$ cat src/sv/tdz_pkg.sv
// Shared types and constants for the tick delta zigzag encoder.
// No dependencies; imported by tdz_byte_out, tick_delta_zigzag_encoder and its testbench.
package tdz_pkg;

  localparam int unsigned FULL_BYTES = 8;
  localparam int unsigned IDX_W      = $clog2(FULL_BYTES);
  localparam int unsigned SIGN_BIT   = 31;

  localparam logic [7:0]  BYTE_MASK     = 8'hFF;
  localparam logic [15:0] CAP_RESET     = 16'hFFFF;
  localparam logic [15:0] CAP_MIN_START = 16'(FULL_BYTES);
  localparam logic [15:0] DELTA_BYTES   = 16'd2;

  localparam logic [IDX_W-1:0] LAST_IDX_FAIL  = IDX_W'(0);
  localparam logic [IDX_W-1:0] LAST_IDX_DELTA = IDX_W'(1);
  localparam logic [IDX_W-1:0] LAST_IDX_FULL  = IDX_W'(FULL_BYTES - 1);

  // One tick's worth of output bytes, emitted from index 0 up to last_idx
  typedef struct packed {
    logic [FULL_BYTES-1:0][7:0] data;
    logic [IDX_W-1:0]           last_idx;
    logic                       fail;
  } tdz_pkt_t;

endpackage

$ cat src/sv/tdz_byte_out.sv
// Packet register and byte serialiser for the tick delta zigzag encoder.
// Depends on tdz_pkg (tdz_pkt_t, IDX_W).
module tdz_byte_out (
  input  logic            clk,
  input  logic            rst,
  input  logic            load,
  input  tdz_pkg::tdz_pkt_t load_pkt,
  output logic            load_ready,
  output logic            byte_valid,
  input  logic            byte_stall,
  output logic [7:0]      out_byte,
  output logic            last_of_run,
  output logic            block_failed
);
  import tdz_pkg::*;

  tdz_pkt_t         pkt;
  logic             pkt_valid;
  logic [IDX_W-1:0] idx;
  logic             xfer;
  logic             xfer_last;

  assign byte_valid   = pkt_valid;
  assign out_byte     = pkt.data[idx];
  assign last_of_run  = (idx == pkt.last_idx);
  assign block_failed = pkt.fail;

  assign xfer       = pkt_valid && !byte_stall;
  assign xfer_last  = xfer && last_of_run;
  assign load_ready = !pkt_valid || xfer_last;

  always_ff @(posedge clk) begin
    if (rst) begin
      pkt_valid <= 1'b0;
      idx       <= '0;
    end else if (load) begin
      pkt_valid <= 1'b1;
      idx       <= '0;
    end else if (xfer_last) begin
      pkt_valid <= 1'b0;
    end else if (xfer) begin
      idx <= idx + IDX_W'(1);
    end
  end

  always_ff @(posedge clk) begin
    if (load) begin
      pkt <= load_pkt;
    end
  end

  a_fail_single: assert property (@(posedge clk) disable iff (rst)
    (pkt_valid && pkt.fail) |-> (last_of_run && out_byte == 8'd0))
    else $error("failure result is not a single zero byte");

  a_run_continues: assert property (@(posedge clk) disable iff (rst)
    (xfer && !last_of_run) |=> (pkt_valid && idx == $past(idx) + IDX_W'(1)))
    else $error("byte run broken before its last transfer");

  a_idx_bound: assert property (@(posedge clk) disable iff (rst)
    pkt_valid |-> (idx <= pkt.last_idx))
    else $error("byte index past end of packet");

endmodule

$ cat src/sv/tick_delta_zigzag_encoder.sv
// Top level of the tick delta zigzag encoder: input register, block state,
// encode logic and configuration. Depends on tdz_pkg and tdz_byte_out.
//
//  channel   | handshake                 | payload
//  ----------+---------------------------+--------------------------------------
//  tick in   | tick_valid / tick_stall   | tick_time, tick_price, start_block
//  byte out  | byte_valid / byte_stall   | out_byte, last_of_run, block_failed
//  capacity  | capacity_we               | capacity_data
//
// A tick is registered, encoded in one pass into a packet of 1, 2 or 8 bytes,
// and the packet register emits one byte per cycle unless byte_stall holds it
// back; a tick holds the output until its last byte transfers. The input
// register takes the next tick while the packet is still draining. A tick goes
// through the input register and then the packet register to its first byte.
// Synchronous reset clears valids and block state, sets capacity to 65535.
module tick_delta_zigzag_encoder (
  input  logic        clk,
  input  logic        rst,
  input  logic        tick_valid,
  output logic        tick_stall,
  input  logic [31:0] tick_time,
  input  logic signed [31:0] tick_price,
  input  logic        start_block,
  output logic        byte_valid,
  input  logic        byte_stall,
  output logic [7:0]  out_byte,
  output logic        last_of_run,
  output logic        block_failed,
  input  logic        capacity_we,
  input  logic [15:0] capacity_data
);
  import tdz_pkg::*;

  logic [15:0] capacity;

  logic        iv;
  logic [31:0] it;
  logic [31:0] ip;
  logic        is_start;

  logic [31:0] previous_time, previous_time_next;
  logic [31:0] previous_price, previous_price_next;
  logic [15:0] bytes_written, bytes_written_next;
  logic        failed_flag, failed_flag_next;

  logic        load_ready;
  logic        adv;
  tdz_pkt_t    pkt_next;

  logic [31:0] dt;
  logic [31:0] dp;
  logic [31:0] zz;
  logic [16:0] bw_plus;

  assign adv        = iv && load_ready;
  assign tick_stall = iv && !load_ready;

  always_ff @(posedge clk) begin
    if (rst) begin
      capacity <= CAP_RESET;
    end else if (capacity_we) begin
      capacity <= capacity_data;
    end
  end

  // Input register: refill when empty or when its tick moves on
  always_ff @(posedge clk) begin
    if (rst) begin
      iv <= 1'b0;
    end else if (!tick_stall) begin
      iv <= tick_valid;
    end
  end

  always_ff @(posedge clk) begin
    if (!tick_stall && tick_valid) begin
      it       <= tick_time;
      ip       <= tick_price;
      is_start <= start_block;
    end
  end

  assign dt      = it - previous_time;
  assign dp      = ip - previous_price;
  assign zz      = {dp[SIGN_BIT-1:0], 1'b0} ^ {32{dp[SIGN_BIT]}};
  assign bw_plus = {1'b0, bytes_written} + {1'b0, DELTA_BYTES};

  always_comb begin
    previous_time_next  = previous_time;
    previous_price_next = previous_price;
    bytes_written_next  = bytes_written;
    failed_flag_next    = failed_flag;
    pkt_next.data       = '0;
    pkt_next.last_idx   = LAST_IDX_FAIL;
    pkt_next.fail       = 1'b1;
    priority if (is_start) begin
      failed_flag_next   = 1'b0;
      bytes_written_next = '0;
      if (capacity < CAP_MIN_START) begin
        failed_flag_next = 1'b1;
      end else begin
        pkt_next.data       = {ip, it};
        pkt_next.last_idx   = LAST_IDX_FULL;
        pkt_next.fail       = 1'b0;
        previous_time_next  = it;
        previous_price_next = ip;
        bytes_written_next  = CAP_MIN_START;
      end
    end else if (failed_flag) begin
      // stay failed, state held
    end else if (bw_plus > {1'b0, capacity}) begin
      failed_flag_next = 1'b1;
    end else if (dt > {24'd0, BYTE_MASK} || zz > {24'd0, BYTE_MASK}) begin
      failed_flag_next = 1'b1;
    end else begin
      pkt_next.data[0]    = dt[7:0];
      pkt_next.data[1]    = zz[7:0];
      pkt_next.last_idx   = LAST_IDX_DELTA;
      pkt_next.fail       = 1'b0;
      previous_time_next  = it;
      previous_price_next = ip;
      bytes_written_next  = bw_plus[15:0];
    end
  end

  always_ff @(posedge clk) begin
    if (rst) begin
      previous_time  <= '0;
      previous_price <= '0;
      bytes_written  <= '0;
      failed_flag    <= 1'b0;
    end else if (adv) begin
      previous_time  <= previous_time_next;
      previous_price <= previous_price_next;
      bytes_written  <= bytes_written_next;
      failed_flag    <= failed_flag_next;
    end
  end

  tdz_byte_out u_byte_out (
    .clk          (clk),
    .rst          (rst),
    .load         (adv),
    .load_pkt     (pkt_next),
    .load_ready   (load_ready),
    .byte_valid   (byte_valid),
    .byte_stall   (byte_stall),
    .out_byte     (out_byte),
    .last_of_run  (last_of_run),
    .block_failed (block_failed)
  );

  a_start_clears: assert property (@(posedge clk) disable iff (rst)
    (adv && is_start && capacity >= CAP_MIN_START) |=>
      (!failed_flag && bytes_written == CAP_MIN_START))
    else $error("start tick did not reset block state");

  a_failed_sticky: assert property (@(posedge clk) disable iff (rst)
    (adv && !is_start && failed_flag) |=> failed_flag)
    else $error("failed block recovered without a start tick");

  a_stall_needs_item: assert property (@(posedge clk) disable iff (rst)
    tick_stall |-> (iv && byte_valid))
    else $error("input held with no tick waiting on the output");

endmodule

$ cat config.mk
export PLATFORM = sky130hd
export DESIGN_NAME = tick_delta_zigzag_encoder
export DESIGN_NICKNAME = d
export VERILOG_FILES = /design/src/sv/tdz_pkg.sv /design/src/sv/tdz_byte_out.sv /design/src/sv/tick_delta_zigzag_encoder.sv
export SDC_FILE = /design/constraint.sdc
export NUM_CORES = 1
export LEC_CHECK = 0
export BUFFER_PORTS_ARGS = -buffer_cell sky130_fd_sc_hd__buf_2
export CORE_ASPECT_RATIO = 1.2
export CORE_UTILIZATION = 40
export CTS_BUF_LIST = sky130_fd_sc_hd__clkbuf_8
export DETAILED_ROUTE_END_ITERATION = 6
export RECOVER_POWER = 25
export SYNTH_ARGS = -nofsm -noshare
export SYNTH_HDL_FRONTEND = slang
export SYNTH_SLANG_ARGS = --single-unit
$ cat constraint.sdc
create_clock -name clk -period 7.64 [get_ports clk]
set_clock_uncertainty 0.05 [all_clocks]
set_input_delay 0.764 -clock clk [delete_from_list [all_inputs] [get_ports clk]]
set_output_delay 0.764 -clock clk [all_outputs]
set_load 0.05 [all_outputs]
==> results of run 1 <==
## power by group through the flow
| stage | clock network, mW | logic (mW) | registers, mW |
|---|---|---|---|
| floorplan | 0 | 0.451 | 1.44 |
| global placement | 0 | 0.637 | 1.46 |
| detailed placement | 0 | 0.638 | 1.46 |
| CTS | 1.16 | 0.642 | 1.43 |
| global route | 1.21 | 0.705 | 1.44 |
| finish | 1.13 | 0.645 | 1.43 |
## worst register-to-register path: stages (launching register included)
cell and delay, ns:
edfxtp_1 0.32, buf_4 0.32, inv_1 0.17, a41oi_4 0.17, clkbuf_1 2.12, inv_1 0.63, a31oi_4 0.41, o21a_2 1.01
buf_4 0.43, mux2i_1 0.20
## how the worst max path moves through the flow
stage | startpoint | endpoint | slack (ns) | depth (start not counted)
after global placement | bytes_written[3] | u_byte_out.pkt[7] | 2.19 | 16
after detailed placement | it[0] | previous_price[0] | 2.21 | 15
after CTS | it[0] | previous_price[31] | 2.17 | 15
final | is_start | previous_price[31] | 1.74 | 9
after global routing | is_start | previous_price[31] | 1.29 | 9
after floorplan | u_byte_out.idx[0] | bytes_written[15] | 3.14 | 11
## registers in the layout, summed over array words and instances, names as in the netlist
register                 flops
iv                           1
is_start                     1
u_byte_out.pkt              66
capacity                    16
bytes_written               15
u_byte_out.idx               3
u_byte_out.block_failed      1
previous_price              32
previous_time               32
it                          32
failed_flag                  1
ip                          32
u_byte_out.byte_valid        1
## cell type report
class | instances | area share, %
antenna | 1 | 0.01570
clock buffer | 43 | 3.712
clock inverter | 33 | 1.240
inverter | 114 | 2.684
multi-input combinational | 1061 | 47.60
sequential | 233 | 37.55
tap | 462 | 3.626
timing repair buffer | 110 | 3.579
## logic make-up (layout without fill, tap and decap cells)
kind of cell               Yosys count  count (layout)  synth area share (%)
AOI/OAI and AO/OA                  468             468                 22.81
and+or+nand+nor                    407             407                 14.13
DFF                                233             233                 41.48
buffers and inverters              210             300                 6.234
adders and majority gates           82              82                 7.214
xor gates and xnor gates            65              65                 3.945
muxes                               39              39                 4.179
other                                0               1                     0
## through the flow
step	util (%)	instance area, µm²	power [mW]	instances	hold WS [ns]
after floorplan	-	14430	1.893	1504	0.3885
after CTS	45.21	15950	3.233	2056	0.2716
after global placement	42.98	15160	2.095	1980	0.3981
after detailed placement	42.98	15160	2.097	1980	0.4079
final	45.18	15940	3.204	2057	0.3097
after global routing	45.18	15940	3.358	2056	0.2839
## layer usage
layer	vias up	share of wire (%)	wire length (µm)	GRT usage [%]
li1	5797	-	-	-
met1	5871	45	19540	31.74
met2	339	49	21120	40.44
met3	66	4.2	1844	2.958
met4	0	2.4	1035	6.897
met5	-	0	0	0
## placed cells by master (no fill, tap or decap), types with 46 or more instances in the layout
cell type    n
a21oi_1     87
o21ai_0     62
inv_1      131
buf_2       90
dfxtp_1    101
nand2_1    137
ha_1        80
nor2_1      61
o31ai_1     64
edfxtp_1   132
o2111ai_1   63
and2_1      46
==> impl_metrics.ini, run 1 <==
[hold_path]
hold_class = input port to register
hp-start = tick_time[19]
worst_hold_path.num_cells = 1
hold_end = it[19]

[logic_synthesis]
synth.yosys.seq_area_share_pct = 41.48
synthTopCellsByArea = edfxtp_1, dfxtp_1, ha_1, o2111ai_1, nand2_1
yosysWarningCount = 0
async_reset_ff_share_pct = 0
yosys_most_used_dff = edfxtp_1
synth_seq_cells = 233
syn_area_per_cell_um2 = 9.594
synth_most_common_cell = nand2_1
synth_area_um2 = 14430
ys_top_cells_by_count = nand2_1, edfxtp_1, inv_1
yosys.area.top_type = edfxtp_1
synthCells = 1504
syn_nets = 1672
synth.distinct_cells = 77
yosys.area.top_type_share_pct = 27.47
synth_edf_count = 132

[cells_and_area]
syn2layout_area_growth_pct = 10.48
design.final.nets = 1729
nFillCells = 3494
multiInputGateArea_um2 = 7589
seqCellArea_um2 = 5986
drive_gt1_share_pct = 12.61

[worst_setup_path]
critPathLaunchType = register
r2r_slack_ns = 1.74
slowest_delay_ns = 2.12
cp_slowest_cell = clkbuf_1
rr_endpoint = previous_price[31]
critPathCaptureType = register
critPathKind = register to register
rr_startpoint = is_start
worstPathCellList = buf_4, inv_1, a41oi_4, clkbuf_1, inv_1, a31oi_4, o21a_2, buf_4, mux2i_1
critPathArrivalTime_ns = 6.34
critPathRequiredTime_ns = 8.09
critPathBufInv = 5
path_delay_family = buffers and inverters
r2r_cells = 9
critPathMaxFanout = 65

[cts]
hold_buffers = 0
clk_pin_slew_ns = 0.06
cts_tree = yes
cts_setup_buffers = 0
clk-insertion-delay-late_ns = 0.58
root_buffer = clkbuf_8
cts_resized = 0
cts_made_buffers = 41
cts-htree-levels = 2
cts.path.max_buffers = 3
clock_sinks = 233

[sta]
post-route-period-util_pct = 77.17
worst_slew_pin_slew_ns = 2.971
rsz0062_at_grt = no
maxSlewViolCount = 66
period_needed_ns = 5.896
fin_ws_ns = 1.744
relSlewSlack_pct = -98.04
fin_setup_tns_ns = 0
hold_viol_final = 0
fmax_ghz = 0.1696
setup_violations = 0

[global_route]
grt_max_degree = 69
track_usage_pct = 23.83
grt_pass1_vias = 11830
antenna_found_initial = 0
overflow = 0
grt_pass1_wl_mm = 68.30

[run]
maxCapViolations = 1

[pwr]
power_density_nw_per_um2 = 201.0
p_sw_share_pct = 30.93
seqPwrFrac_pct = 44.7
p_switching_uw = 991.1
comb_power_share_pct = 20.1
clockPowerShare_pct = 35.1
p_int_mw = 2.213
irDropWorstVdd_mv = 0.1074
p_leak_nw = 5.942

[die]
die_area_um2 = 36840
start_util_pct = 40.90
die_h_um = 210.1
rows = 75
ios = 98
die_w_um = 175.4
core_um2 = 35280

[detailed_routing]
route.detailed.drc = 0
vias = 12070
drtIter0Drc = 1069
ant_nets = 0
wl_per_cell_um = 21.17
viasPerCell = 5.869
drt_first_pass_iters = 5
routed_wl_mm = 43.54

[placement]
place_congestion = 0.9148
port_buffers = 97
pre_cts_slack_ns = 2.206
dp_hpwl_mm = 31.80

[status]
violations = capacitance limit, slew limit
outcome = finished with violations
Note: power is estimated with default switching activity, not from simulation.
==> run 2: changes to the inputs <==
- clock period: 7.64 -> 6.15 ns (I/O delays scaled with it)
==> run 2 against run 1 <==
Effect of this change:
- the flow still finishes with violations (capacitance limit, slew limit)
- clock power up 20%
- sequential power increased by 24%
- non-clock buffer count rose by 8
- final area rose by 0.16%
- critical endpoint is now previous_price[0]
- largest cell class unchanged
- setup slack got worse by 0.50 ns
==> impl_metrics.ini, run 2 (synthesis gave the netlist of run 1 again) <==
[placement]
dp_hpwl_mm = 32.96
postPlaceCellArea_um2 = 15220
port_buffers = 97
place_congestion = 0.9275
dp.cells = 1988
pre_cts_slack_ns = 1.330

[cts]
clk-insertion-delay-late_ns = 0.59
clk_pin_slew_ns = 0.06
cts_tree = yes
clock_sinks = 233
cts.path.max_buffers = 3
cts-htree-levels = 2
root_buffer = clkbuf_8
cts_resized = 0
hold_buffers = 0
cts_setup_buffers = 0
cts_made_buffers = 41

[sta]
fin_ws_ns = 1.249
rsz0062_at_grt = no
setup_violations = 0
relSlewSlack_pct = -69.77
post-route-period-util_pct = 79.69
fmax_ghz = 0.2040
worst_slew_pin_slew_ns = 2.547
fin_setup_tns_ns = 0
hold_viol_final = 0
whs_ns = 0.1525
period_needed_ns = 4.901
maxSlewViolCount = 90

[detailed_routing]
wl_per_cell_um = 21.80
routed_wl_mm = 45.01
vias = 12200
route.detailed.drc = 0
drtIter0Drc = 1195
ant_nets = 0
viasPerCell = 5.909
drt_first_pass_iters = 5

[cells_and_area]
design.final.nets = 1737
layout_commonest_cell = nand2_1
syn2layout_area_growth_pct = 10.67
nFillCells = 3507
postLayoutCoreUtil_pct = 45.26
final_cell_mix = nand2_1, edfxtp_1, inv_1
layoutNonFillerInstCount = 2065
largest_reg_flops = 66
regMostFlops = u_byte_out.pkt
design_area_um2 = 15970
drive_gt1_share_pct = 12.98

[pwr]
seqPwrFrac_pct = 44.9
comb_power_share_pct = 20.8
p_sw_share_pct = 31.87
p_int_mw = 2.698
p_leak_nw = 5.956
power_mw = 3.960
irDropWorstVdd_mv = 0.1394
p_switching_mw = 1.262
power_density_nw_per_um2 = 248.0
clockPowerShare_pct = 34.3

[worst_setup_path]
critPathMaxFanout = 33
critPathLaunchType = register
critPathCaptureType = register
critPathRequiredTime_ns = 6.59
r2r_slack_ns = 1.25
critPathArrivalTime_ns = 5.34
critPathKind = register to register

[global_route]
antenna_found_initial = 4
track_usage_pct = 24.61
grt_pass1_vias = 11820
overflow = 0
grt_max_degree = 73
grt_pass1_wl_mm = 69.48

[status]
outcome = finished with violations
violations = capacitance limit, slew limit

[die]
rows = 75
core_um2 = 35280
start_util_pct = 40.90
die_w_um = 175.4
die_h_um = 210.1
ios = 98
die_area_um2 = 36840

[hold_path]
hold_class = input port to register

[run]
maxCapViolations = 2
-- run 2: cell count changes in the layout (fill, tap and decap cells not counted), sizes merged --
cell and delta:
inv -2, bufinv -1, clkbuf -1, clkinvlp +4, buf +8
-- run 2: path summary, 6_finish.rpt --
path | start | end | depth (start not counted)
max | it[0] | previous_price[0] | 16
min | tick_price[13] | ip[13] | 1
max reg2reg | it[0] | previous_price[0] | 16
min reg2reg | previous_price[9] | previous_price[9] | 2
-- run 2: layer usage --
metal / global-route usage, % / wire length [µm] / up-vias
li1: - / - / 5817
met1: 32.15 / 19590 / 5876
met2: 40.74 / 21240 / 424
met3: 4.473 / 2750 / 82
met4: 8.606 / 1398 / 4
met5: 0 / 27 / -
-- run 2: area by class of cell --
type	instances	area [µm²]	share of cell area, %
Antenna cell	1	2.502	0.01567
Clock buffer	42	578.1	3.620
Clock inverter	34	180.2	1.128
Inverter	114	427.9	2.680
Multi-Input combinational cell	1061	7589	47.52
Sequential cell	233	5986	37.48
Tap cell	462	578.1	3.620
Timing Repair Buffer	118	628.1	3.933
-- run 2: worst max-delay path, stage by stage, from the launching register on --
cell       delay, ns
edfxtp_1        0.39
inv_1           0.09
ha_1            0.19
inv_1           0.07
fa_1            0.40
a21o_1          0.20
a221o_1         0.42
nand2_1         0.18
nand2_1         0.11
a2111o_1        0.38
a32oi_1         0.28
o221ai_1        0.23
or4_1           0.55
a2111oi_4       0.37
o21a_2          0.18
buf_4           0.41
mux2i_1         0.26
-- run 2: power groups by stage --
stage               combinational [mW]  clock, mW  sequential, mW
floorplan                        0.560          0            1.79
global placement                 0.817          0            1.81
detailed placement               0.814          0            1.81
CTS                              0.818       1.40            1.78
global route                     0.898       1.46            1.78
finish                           0.824       1.36            1.78
==> run 3: changes to the inputs <==
- clock period: 6.15 -> 4.4 ns (I/O delays scaled with it)
==> run 3 against run 2 <==
Effect of this change:
- the run ends with setup timing left
- clock-buffer cell count up 2
- global-route usage up 0.13 points
- critical path depth up 2
- largest power group unchanged
- combinational power up 63%
- routed wire length up 3.6%
- power up 53%
- register-to-register slack worse by 1.4 ns
- non-clock buffer count up 181
- first-iteration DRC count down 12%
- via count up 5.8%
- sequential power up 40%
- final cell count up 8.9%
- critical endpoint is now previous_price[7]
==> impl_metrics.ini, run 3 (synthesis gave the netlist of run 1 again) <==
[status]
outcome = finished with violations
violations = setup timing

[worst_setup_path]
critPathMaxFanout = 8
r2r_cells = 18
cp_slowest_cell = or4_4
critPathBufInv = 5
rr_startpoint = it[0]
worstPathCellList = inv_2, ha_4, inv_2, fa_2, a21o_1, a221o_2, nand2_2, nand2_2, a2111o_1, a32oi_2, o221ai_2, or4_4, a2111oi_4, buf_4, o21a_4, buf_12, clkbuf_16, o31ai_1
r2r_slack_ns = -0.14
critPathKind = register to register
critPathRequiredTime_ns = 4.80
critPathCaptureType = register
crit_cells = 18
cp-startpoint = it[0]
slowest_delay_ns = 0.55
rr_endpoint = previous_price[7]
critPathArrivalTime_ns = 4.94
crit_end = previous_price[7]
path_delay_family = compound AO/OA/AOI/OAI gates
critPathLaunchType = register

[sta]
worst_slew_pin_slew_ns = 1.033
fin_setup_tns_ns = -6.935
fmax_ghz = 0.2204
hold_viol_final = 0
relSlewSlack_pct = 31.05
maxSlewViolCount = 0
period_needed_ns = 4.537
post-route-period-util_pct = 103.1
setup_violations = 70
fin_ws_ns = -0.1370
rsz0062_at_grt = yes

[detailed_routing]
drtIter0Drc = 1054
routed_wl_mm = 46.65
wl_per_cell_um = 20.75
vias = 12910
ant_nets = 0
drt_first_pass_iters = 5
route.detailed.drc = 0
viasPerCell = 5.742

[cts]
clk-insertion-delay-late_ns = 0.60
clock_sinks = 233
cts.path.max_buffers = 3
clk_pin_slew_ns = 0.06
root_buffer = clkbuf_8
cts-htree-levels = 2
cts_tree = yes
cts_made_buffers = 42

[pwr]
power_mw = 6.065
p_sw_share_pct = 30.68
clockPowerShare_pct = 37.0
irDropWorstVdd_mv = 0.2352
power_density_nw_per_um2 = 332.6
comb_power_share_pct = 22.0
p_leak_nw = 7.022
seqPwrFrac_pct = 41.0
p_switching_mw = 1.861
p_int_mw = 4.204

[cells_and_area]
final_cell_mix = nand2_1, edfxtp_1, inv_1
syn2layout_area_growth_pct = 26.37
antenna_cells = 0
largest_reg_flops = 66
design.final.nets = 1920
regMostFlops = u_byte_out.pkt
layoutNonFillerInstCount = 2248
drive_gt1_share_pct = 21.67
layout_commonest_cell = nand2_1

[die]
core_um2 = 35280
die_area_um2 = 36840
die_w_um = 175.4
ios = 98
die_h_um = 210.1
rows = 75
start_util_pct = 40.90

[run]
maxCapViolations = 0

[global_route]
grt_pass1_wl_mm = 70.68
overflow = 0
track_usage_pct = 24.74
grt_max_degree = 69
antenna_found_initial = 1
grt_pass1_vias = 12610

[placement]
port_buffers = 97
dp_hpwl_mm = 33.23
dp.cells = 2081
place_congestion = 0.8988

[hold_path]
worst_hold_path.num_cells = 2
hold_class = input port to register
[run 3: timing repair]
action | CTS | global route
hold endpoints to repair | 70 | 0
cloned | 1 | 8
endpoints found under the setup margin | 74 | 96
resized for setup | 7 | 67
hold buffers | 70 | 0
pin swaps | 2 | 18
buffers inserted | 1 | 9
[run 3: worst register-to-register path, cell delays in order, from the launching register on]
cell	delay [ns]
edfxtp_1	0.39
inv_2	0.09
ha_4	0.13
inv_2	0.04
fa_2	0.36
a21o_1	0.20
a221o_2	0.43
nand2_2	0.11
nand2_2	0.07
a2111o_1	0.42
a32oi_2	0.31
o221ai_2	0.21
or4_4	0.55
a2111oi_4	0.28
buf_4	0.19
o21a_4	0.21
buf_12	0.14
clkbuf_16	0.14
o31ai_1	0.06
[run 3: per-stage QoR]
| stage | hold WS (ns) | setup WS (ns) | cell area (µm²) | utilization, % |
|---|---|---|---|---|
| 2_1_floorplan | 0.3885 | 0.2156 | 14430 | - |
| 3_3_place_gp | 0.4019 | -0.1569 | 16010 | 45.38 |
| 3_5_place_dp | 0.4122 | -0.2455 | 16010 | 45.38 |
| 4_1_cts | 0.0007928 | -0.01626 | 17700 | 50.16 |
| 5_1_grt | 0.008320 | -0.2453 | 18240 | 51.68 |
| 6_report | 0.01852 | -0.1370 | 18240 | 51.68 |
[run 3: power by group through the flow]
stage | Sequential (mW) | Combinational, mW | Clock (mW)
final | 2.49 | 1.34 | 2.24
after detailed placement | 2.53 | 1.21 | 0
after global placement | 2.53 | 1.21 | 0
after CTS | 2.49 | 1.28 | 2.29
after floorplan | 2.50 | 0.783 | 0
after global routing | 2.49 | 1.45 | 2.39
[run 3: worst min path at each step]
| stage | startpoint | end | slack, ns |
|---|---|---|---|
| floorplan | previous_price[0] | previous_price[0] | 0.39 |
| global placement | previous_price[0] | previous_price[0] | 0.40 |
| detailed placement | previous_time[0] | previous_time[0] | 0.41 |
| CTS | capacity_data[0] | capacity[0] | 0.0008 |
| global route | tick_valid | iv | 0.008 |
| finish | tick_valid | iv | 0.02 |
[run 3: layout make-up]
cell class	count	area [µm²]
fillers	3273	17050
multi-input cells	1062	7878
flip-flops and latches	233	5986
repair buffers	299	2450
clock buffers	44	605.6
well taps	462	578.1
inverters	114	431.7
clock inverters	34	306.5
[run 3: metal layers]
layer  GRT usage [%]  up-vias  part of all wire (%)
met3           3.986       85                   5.4
met2           41.32      444                    47
met4           9.175        0                   3.5
li1                -     6199                     -
met5               0        -                     0
met1           32.14     6181                    44
